<file path="config.mk">
export PLATFORM = sky130hd
export DESIGN_NAME = multi_slot_countdown_timer_bank_top
export DESIGN_NICKNAME = d
export VERILOG_FILES = /design/src/rtl/mscd_pkg.sv /design/src/rtl/mscd_datapath.sv /design/src/rtl/mscd_ctrl.sv /design/src/rtl/multi_slot_countdown_timer_bank_top.sv
export SDC_FILE = /design/constraint.sdc
export NUM_CORES = 1
export LEC_CHECK = 0
export BUFFER_PORTS_ARGS = -buffer_cell sky130_fd_sc_hd__buf_2
export CORE_UTILIZATION = 55
export DETAILED_ROUTE_END_ITERATION = 8
export GPL_TIMING_DRIVEN = 0
export HOLD_SLACK_MARGIN = 0.1
export PLACE_DENSITY = 0.73
export SYNTH_ARGS = -nofsm -noshare
export SYNTH_HDL_FRONTEND = slang
export SYNTH_SLANG_ARGS = --single-unit
</file>
<file path="constraint.sdc">
create_clock -name i_clk -period 25 [get_ports i_clk]
set_clock_uncertainty 0.1 [all_clocks]
set_input_delay 3.75 -clock i_clk [delete_from_list [all_inputs] [get_ports i_clk]]
set_output_delay 3.75 -clock i_clk [all_outputs]
set_load 0.05 [all_outputs]
</file>
<file path="src/rtl/mscd_pkg.sv">
// ----------------------------------------------------------------------------
// mscd_pkg
// Types and codes shared by the countdown timer bank modules.
// ----------------------------------------------------------------------------
package mscd_pkg;

    localparam logic [1:0] OP_TICK  = 2'd0;
    localparam logic [1:0] OP_START = 2'd1;
    localparam logic [1:0] OP_STOP  = 2'd2;

    localparam int MASK_W = 6;
    localparam int USED_W = 3;

    typedef struct packed {
        logic [1:0]  op;
        logic [7:0]  owner_id;
        logic [31:0] interval;
        logic        reload_on_expiry;
    } t_in_item;

    typedef struct packed {
        logic [MASK_W-1:0] expired_mask;
        logic              accepted;
        logic [USED_W-1:0] slot_used;
    } t_out_item;

    typedef struct packed {
        logic load;
        logic scan;
        logic apply;
        logic emit;
    } t_dp_cmd;

endpackage

</file>
<file path="src/rtl/mscd_datapath.sv">
// ----------------------------------------------------------------------------
// mscd_datapath
// Slot storage, per-slot tick update, owner search and start/stop update.
// ----------------------------------------------------------------------------
module mscd_datapath #(
    parameter int SLOTS = 6,
    parameter int IW    = 3
) (
    input  logic                i_clk,
    input  logic                i_rst_n,
    input  mscd_pkg::t_dp_cmd   i_cmd,
    input  logic [IW-1:0]       i_idx,
    input  mscd_pkg::t_in_item  i_item,
    output mscd_pkg::t_out_item o_out_data
);

    logic [7:0]  r_owner    [SLOTS];
    logic [31:0] r_count    [SLOTS];
    logic [31:0] r_period   [SLOTS];
    logic        r_periodic [SLOTS];

    mscd_pkg::t_in_item  r_req;
    mscd_pkg::t_out_item r_out;
    logic [mscd_pkg::MASK_W-1:0] r_mask;
    logic          r_hit;
    logic [IW-1:0] r_hit_idx;
    logic          r_free;
    logic [IW-1:0] r_free_idx;

    logic [IW-1:0] addr;
    logic [7:0]    rd_owner;
    logic [31:0]   rd_count;
    logic [31:0]   rd_period;
    logic          rd_periodic;
    logic [31:0]   cnt_dec;
    logic [31:0]   idx_ext;
    logic [31:0]   diff;
    logic          id_ok;
    logic          acc;
    logic [IW-1:0] used_idx;
    logic [31:0]   used_ext;

    logic          wr_en;
    logic [7:0]    wr_owner;
    logic [31:0]   wr_count;
    logic [31:0]   wr_period;
    logic          wr_periodic;
    logic [mscd_pkg::MASK_W-1:0] n_mask;

    assign id_ok    = (r_req.owner_id != 8'd0);
    assign used_idx = r_hit ? r_hit_idx : r_free_idx;
    assign addr     = i_cmd.apply ? used_idx : i_idx;

    assign rd_owner    = r_owner[addr];
    assign rd_count    = r_count[addr];
    assign rd_period   = r_period[addr];
    assign rd_periodic = r_periodic[addr];

    assign cnt_dec = rd_count - 32'd1;
    assign idx_ext = 32'(i_idx);
    assign diff    = r_req.interval - rd_period;

    always_comb begin
        acc = 1'b0;
        case (r_req.op)
            mscd_pkg::OP_START: acc = id_ok && (r_hit || r_free);
            mscd_pkg::OP_STOP:  acc = id_ok && r_hit;
            default:            acc = 1'b0;
        endcase
    end

    assign used_ext = acc ? 32'(used_idx) : 32'd0;

    always_comb begin
        wr_en       = 1'b0;
        wr_owner    = rd_owner;
        wr_count    = rd_count;
        wr_period   = rd_period;
        wr_periodic = rd_periodic;
        n_mask      = r_mask;
        if (i_cmd.scan && r_req.op == mscd_pkg::OP_TICK && rd_owner != 8'd0) begin
            wr_en    = 1'b1;
            wr_count = cnt_dec;
            if (cnt_dec == 32'd0) begin
                if (idx_ext < 32'(mscd_pkg::MASK_W)) begin
                    n_mask[idx_ext[2:0]] = 1'b1;
                end
                if (rd_periodic) begin
                    wr_count = rd_period;
                end else begin
                    wr_owner = 8'd0;
                end
            end
        end else if (i_cmd.apply && acc) begin
            wr_en = 1'b1;
            if (r_req.op == mscd_pkg::OP_STOP) begin
                wr_owner    = 8'd0;
                wr_count    = 32'd0;
                wr_period   = 32'd0;
                wr_periodic = 1'b0;
            end else if (r_hit) begin
                if (r_req.interval > rd_period) begin
                    wr_count = rd_count + diff;
                end else if (rd_count > r_req.interval) begin
                    wr_count = r_req.interval;
                end
                wr_period   = r_req.interval;
                wr_periodic = r_req.reload_on_expiry;
            end else begin
                wr_owner    = r_req.owner_id;
                wr_count    = r_req.interval;
                wr_period   = r_req.interval;
                wr_periodic = r_req.reload_on_expiry;
            end
        end
    end

    always_ff @(posedge i_clk) begin
        if (!i_rst_n) begin
            for (int k = 0; k < SLOTS; k++) begin
                r_owner[k] <= 8'd0;
            end
        end else if (wr_en) begin
            r_owner[addr] <= wr_owner;
        end
    end

    always_ff @(posedge i_clk) begin
        if (wr_en) begin
            r_count[addr]    <= wr_count;
            r_period[addr]   <= wr_period;
            r_periodic[addr] <= wr_periodic;
        end
    end

    always_ff @(posedge i_clk) begin
        if (i_cmd.load) begin
            r_req  <= i_item;
            r_mask <= '0;
            r_hit  <= 1'b0;
            r_free <= 1'b0;
        end else if (i_cmd.scan) begin
            r_mask <= n_mask;
            if (!r_hit && rd_owner == r_req.owner_id) begin
                r_hit     <= 1'b1;
                r_hit_idx <= i_idx;
            end
            if (!r_free && rd_owner == 8'd0) begin
                r_free     <= 1'b1;
                r_free_idx <= i_idx;
            end
        end
        if (i_cmd.emit) begin
            r_out.expired_mask <= r_mask;
            r_out.accepted     <= acc;
            r_out.slot_used    <= used_ext[mscd_pkg::USED_W-1:0];
        end
    end

    assign o_out_data = r_out;

endmodule

</file>
<file path="src/rtl/mscd_ctrl.sv">
// ----------------------------------------------------------------------------
// mscd_ctrl
// Sequencer: accepts an item, walks the slots, applies the update, emits.
// ----------------------------------------------------------------------------
module mscd_ctrl #(
    parameter int SLOTS = 6,
    parameter int IW    = 3
) (
    input  logic              i_clk,
    input  logic              i_rst_n,
    input  logic              i_in_valid,
    output logic              o_in_stall,
    output logic              o_out_valid,
    input  logic              i_out_stall,
    output mscd_pkg::t_dp_cmd o_cmd,
    output logic [IW-1:0]     o_idx
);

    localparam logic [1:0] ST_IDLE  = 2'd0;
    localparam logic [1:0] ST_SCAN  = 2'd1;
    localparam logic [1:0] ST_APPLY = 2'd2;
    localparam logic [1:0] ST_EMIT  = 2'd3;
    localparam logic [IW-1:0] LAST_IDX = IW'(SLOTS - 1);

    logic [1:0]    r_state;
    logic [1:0]    n_state;
    logic [IW-1:0] r_idx;
    logic [IW-1:0] n_idx;
    logic          r_out_valid;
    logic          n_out_valid;
    logic          out_free;

    assign out_free = !r_out_valid || !i_out_stall;

    always_comb begin
        n_state     = r_state;
        n_idx       = r_idx;
        n_out_valid = r_out_valid && i_out_stall;
        o_cmd       = '0;
        case (r_state)
            ST_IDLE: begin
                if (i_in_valid) begin
                    o_cmd.load = 1'b1;
                    n_idx      = '0;
                    n_state    = ST_SCAN;
                end
            end
            ST_SCAN: begin
                o_cmd.scan = 1'b1;
                if (r_idx == LAST_IDX) begin
                    n_state = ST_APPLY;
                end else begin
                    n_idx = r_idx + IW'(1);
                end
            end
            ST_APPLY: begin
                o_cmd.apply = 1'b1;
                n_state     = ST_EMIT;
            end
            ST_EMIT: begin
                if (out_free) begin
                    o_cmd.emit  = 1'b1;
                    n_out_valid = 1'b1;
                    n_state     = ST_IDLE;
                end
            end
            default: begin
                n_state = ST_IDLE;
            end
        endcase
    end

    always_ff @(posedge i_clk) begin
        if (!i_rst_n) begin
            r_state     <= ST_IDLE;
            r_idx       <= '0;
            r_out_valid <= 1'b0;
        end else begin
            r_state     <= n_state;
            r_idx       <= n_idx;
            r_out_valid <= n_out_valid;
        end
    end

    assign o_in_stall  = (r_state != ST_IDLE);
    assign o_out_valid = r_out_valid;
    assign o_idx       = r_idx;

endmodule

</file>
<file path="src/rtl/multi_slot_countdown_timer_bank_top.sv">
// An accepted item is loaded, each slot is scanned in turn, the update is applied, then the result is registered.
// A new item is taken only once the previous one is through; the single slot read/write port sets this.
// A result waiting in the output register does not block the next input item.
// Reset (synchronous, active low) frees all slots and clears the handshake state.
// ----------------------------------------------------------------------------
// multi_slot_countdown_timer_bank_top
// Bank of countdown slots with tick, start/retune and stop commands.
// ----------------------------------------------------------------------------
module multi_slot_countdown_timer_bank_top #(
    parameter int SLOTS = 6
) (
    input  logic                i_clk,
    input  logic                i_rst_n,
    input  logic                i_in_valid,
    output logic                o_in_stall,
    input  mscd_pkg::t_in_item  i_in_data,
    output logic                o_out_valid,
    input  logic                i_out_stall,
    output mscd_pkg::t_out_item o_out_data
);

    localparam int IW = (SLOTS > 1) ? $clog2(SLOTS) : 1;

    mscd_pkg::t_dp_cmd cmd;
    logic [IW-1:0]     idx;

    mscd_ctrl #(
        .SLOTS(SLOTS),
        .IW   (IW)
    ) u_ctrl (
        .i_clk      (i_clk),
        .i_rst_n    (i_rst_n),
        .i_in_valid (i_in_valid),
        .o_in_stall (o_in_stall),
        .o_out_valid(o_out_valid),
        .i_out_stall(i_out_stall),
        .o_cmd      (cmd),
        .o_idx      (idx)
    );

    mscd_datapath #(
        .SLOTS(SLOTS),
        .IW   (IW)
    ) u_datapath (
        .i_clk     (i_clk),
        .i_rst_n   (i_rst_n),
        .i_cmd     (cmd),
        .i_idx     (idx),
        .i_item    (i_in_data),
        .o_out_data(o_out_data)
    );

endmodule

</file>
==> key figures <==
Outcome
  – Status: finished, final reports clean

Timing
  – FMAX: 80.2 MHz
  – Crit share post-route: 49.9%
  – RSZ-0062 raised after global routing: false
  – Relative slew slack: 11.6%
  – Final Critical Period: 12.47 ns
  – TNS Setup: 0 ns
  – Finish-stage setup viols: 0
  – Worst Max-Slew Pin Slew: 1.32 ns
  – Slew Limit Fails: 0
  – Hold Fails Final Rpt: 0

Yosys
  – Synthesized instance count: 2393
  – Post-Syn Area: 0.0279 mm^2
  – Syn nets: 2578
  – YS warnings: 0
  – Synth Area per Inst: 11.7 um^2
  – Largest family of logic cells by synthesized area: compound AO/OA/AOI/OAI gates
  – Multiplexer area fraction after synthesis: 4.01%
  – Dominant cells by area after synthesis: edfxtp_1, ha_1, a21oi_1
  – Synth cell types: 100
  – Cell type with the largest total area after synthesis: edfxtp_1
  – Post-synthesis async set-or-reset flop share: 0%
  – EDFF count, synth: 513
  – Sequential element share of the synthesized area: 56.1%
  – Complex-gate fraction of the synthesized area: 16.9%
  – Top cell type's share of synthesized area: 55.1%
  – #FFs+latches synth: 527
  – Simple-gate portion of the synthesized area: 10.0%
  – Synth Area in XOR/XNOR: 1.69%
  – Post-Synth Adder-Cell Area: 7.01%
  – Ys flop type: edfxtp_1

Setup path
  – Critical Path Max Stage Delay: 1.02 ns
  – Crit-path slowest cell: clkbuf_1
  – CP required: 25.15 ns
  – Setup CP Type: reg2reg
  – Setup crit end kind: flip-flop
  – CP most frequent cell: clkbuf_1
  – CP max FO: 10
  – CP Launch Type: flip-flop
  – Crit path DAT: 12.62 ns

Clock tree
  – CTS Buf Count: 52
  – Root Driver: clkbuf_16
  – Cts hold-fix bufs: 0
  – H-tree Lvls: 2
  – Worst-path clk slew: 0.06 ns
  – Post-cts repair resize count: 0
  – TritonCTS clock tree: yes
  – Buffer count from post-CTS setup fixing: 0
  – Clk buf depth: 3
  – # clock sinks: 527
  – Clock latency on the worst-skew pair: 0.63 ns

GRT
  – Largest net degree at the start of global routing: 39
  – First-pass GRT wire length: 141000 um
  – Initial antenna violation count: 0
  – Vias in the first global route: 21343
  – GRT Overall Usage: 38.2%
  – GRT overflow: 0

Floorplanning
  – I/O Pins: 59
  – Core ar.: 0.0502 mm^2
  – Die area: 0.0517 mm^2
  – Die height: 227 um
  – Die width: 227 um
  – Initial Util: 55.7%
  – Site row count: 82

Routing
  – DR pass1 iterations: 8
  – Vias per cell: 6.79
  – Routed Wire Length: 98000 um
  – Routed length per placed instance: 30.1 um
  – Antenna Nets Post-Route: 0
  – Post-route DRC: 0
  – Initial DRC Count: 3125
  – Routed via count: 22130

Finish
  – Nets: 2729
  – Area Overhead vs Synth: 11.9%
  – Most common cell after layout, fill and taps aside: edfxtp_1
  – Ratio of cells with drive above 1 in the final layout: 10.6%
  – Most frequent cells in the layout: edfxtp_1, nand2_1, inv_1
  – Antenna cells: 0
  – FILL cells: 3956

Placement
  – HPWL Detailed: 72700 um
  – Port Buffers: 58
  – GPL Wtd Cong: 1.02

Min path
  – Hold Crit Class: reg2reg

Job
  – Max_cap viols: 0
-- synth_stat cells (all sizes together), types with 8 or more instances --
library cell and number:
o22ai 38, o21a 15, o21ai 128, a222oi 8, a211oi 56, o211a 20
mux2i 76, a221o 10, o211ai 52, a221oi 21, nor4 26, a31oi 38
edfxtp 513, a211o 17, o221ai 11, nand2b 14, a22oi 10, a21oi 164
ha 107, mux4 12, and3 12, xor2 12, a21o 35, xnor2 42
nor2 145, or2 9, inv 179, nor2b 12, o21bai 10, nand2 190
clkbuf 69, a2111oi 11, buf 47, nor3 44, dfxtp 14, nand3 73
or3 16, fa 31, nand4 22
-- registers in the layout, summed over array words and instances (netlist names) --
signal / flops
u_ctrl.r_state: 2
u_datapath.r_hit_idx: 3
u_datapath.r_free: 1
u_datapath.r_mask: 6
u_datapath.o_out_data: 10
u_datapath.r_periodic: 6
u_datapath.r_owner: 64
u_datapath.r_period: 192
u_datapath.r_req: 43
u_ctrl.o_out_valid: 1
u_datapath.r_free_idx: 3
u_datapath.r_hit: 1
u_ctrl.o_idx: 3
u_datapath.r_count: 192
-- final timing paths --
path / start / endpoint / slack, ns / cells past startpoint
min reg2reg: u_datapath.r_mask[5] / u_datapath.o_out_data[9] / 0.33 / 0
max reg2reg: u_ctrl.r_state[0] / u_datapath.r_count[5][22] / 12.53 / 25
max: u_ctrl.r_state[0] / u_datapath.r_count[5][22] / 12.53 / 25
min: u_datapath.r_mask[5] / u_datapath.o_out_data[9] / 0.33 / 0
-- routing by layer --
layer / GRT usage, % / vias to the layer above / wire, um
met5: 0 / - / 0
met4: 20.5 / 0 / 5600
met3: 7.45 / 334 / 10800
met2: 59.1 / 1560 / 44200
met1: 51.0 / 10777 / 37500
li1: - / 9459 / -
-- worst max-delay path, delay by kind of cell, from the launching register on --
| kind | cells | cell delay, ns |
|---|---|---|
| and+or+nand+nor | 7 | 3.07 |
| adders and majority gates | 2 | 0.63 |
| DFF | 1 | 0.34 |
| AOI/OAI and AO/OA | 5 | 2.44 |
| buffers and inverters | 11 | 5.46 |
-- cell type report --
class | instances | area, um^2 | area share, %
clock buffer | 74 | 1440 | 4.62
clock inverter | 21 | 211 | 0.676
multi-input combinational | 1570 | 11100 | 35.6
tap | 672 | 841 | 2.69
inverter | 180 | 678 | 2.17
buffer | 116 | 515 | 1.65
timing repair buffer | 97 | 759 | 2.43
sequential | 527 | 15700 | 50.2
-- per-stage QoR --
stage | area, um^2 | setup WS (ns) | hold slack, ns | utilization, % | cells
3_3_place_gp | 29100 | 7.86 | 0.313 | 58.0 | 3123
2_1_floorplan | 27900 | 15.73 | 0.308 | - | 2393
5_1_grt | 31300 | 12.51 | 0.337 | 62.3 | 3257
3_5_place_dp | 29600 | 13.14 | 0.315 | 59.0 | 3160
6_report | 31300 | 12.53 | 0.331 | 62.3 | 3257
4_1_cts | 31300 | 13.05 | 0.329 | 62.3 | 3255
-- kinds of logic (layout without fill, tap and decap cells) --
| kind of cell | after synthesis | after routing |
|---|---|---|
| AOI/OAI and AO/OA | 693 | 693 |
| and+or+nand+nor | 590 | 590 |
| DFF | 527 | 527 |
| buffers and inverters | 296 | 488 |
| adders and majority gates | 138 | 138 |
| muxes | 95 | 95 |
| xor gates and xnor gates | 54 | 54 |
Power is left out: the tool's default activity adds up to more than one toggle a clock period on the data nets, which glitch-free logic cannot reach.
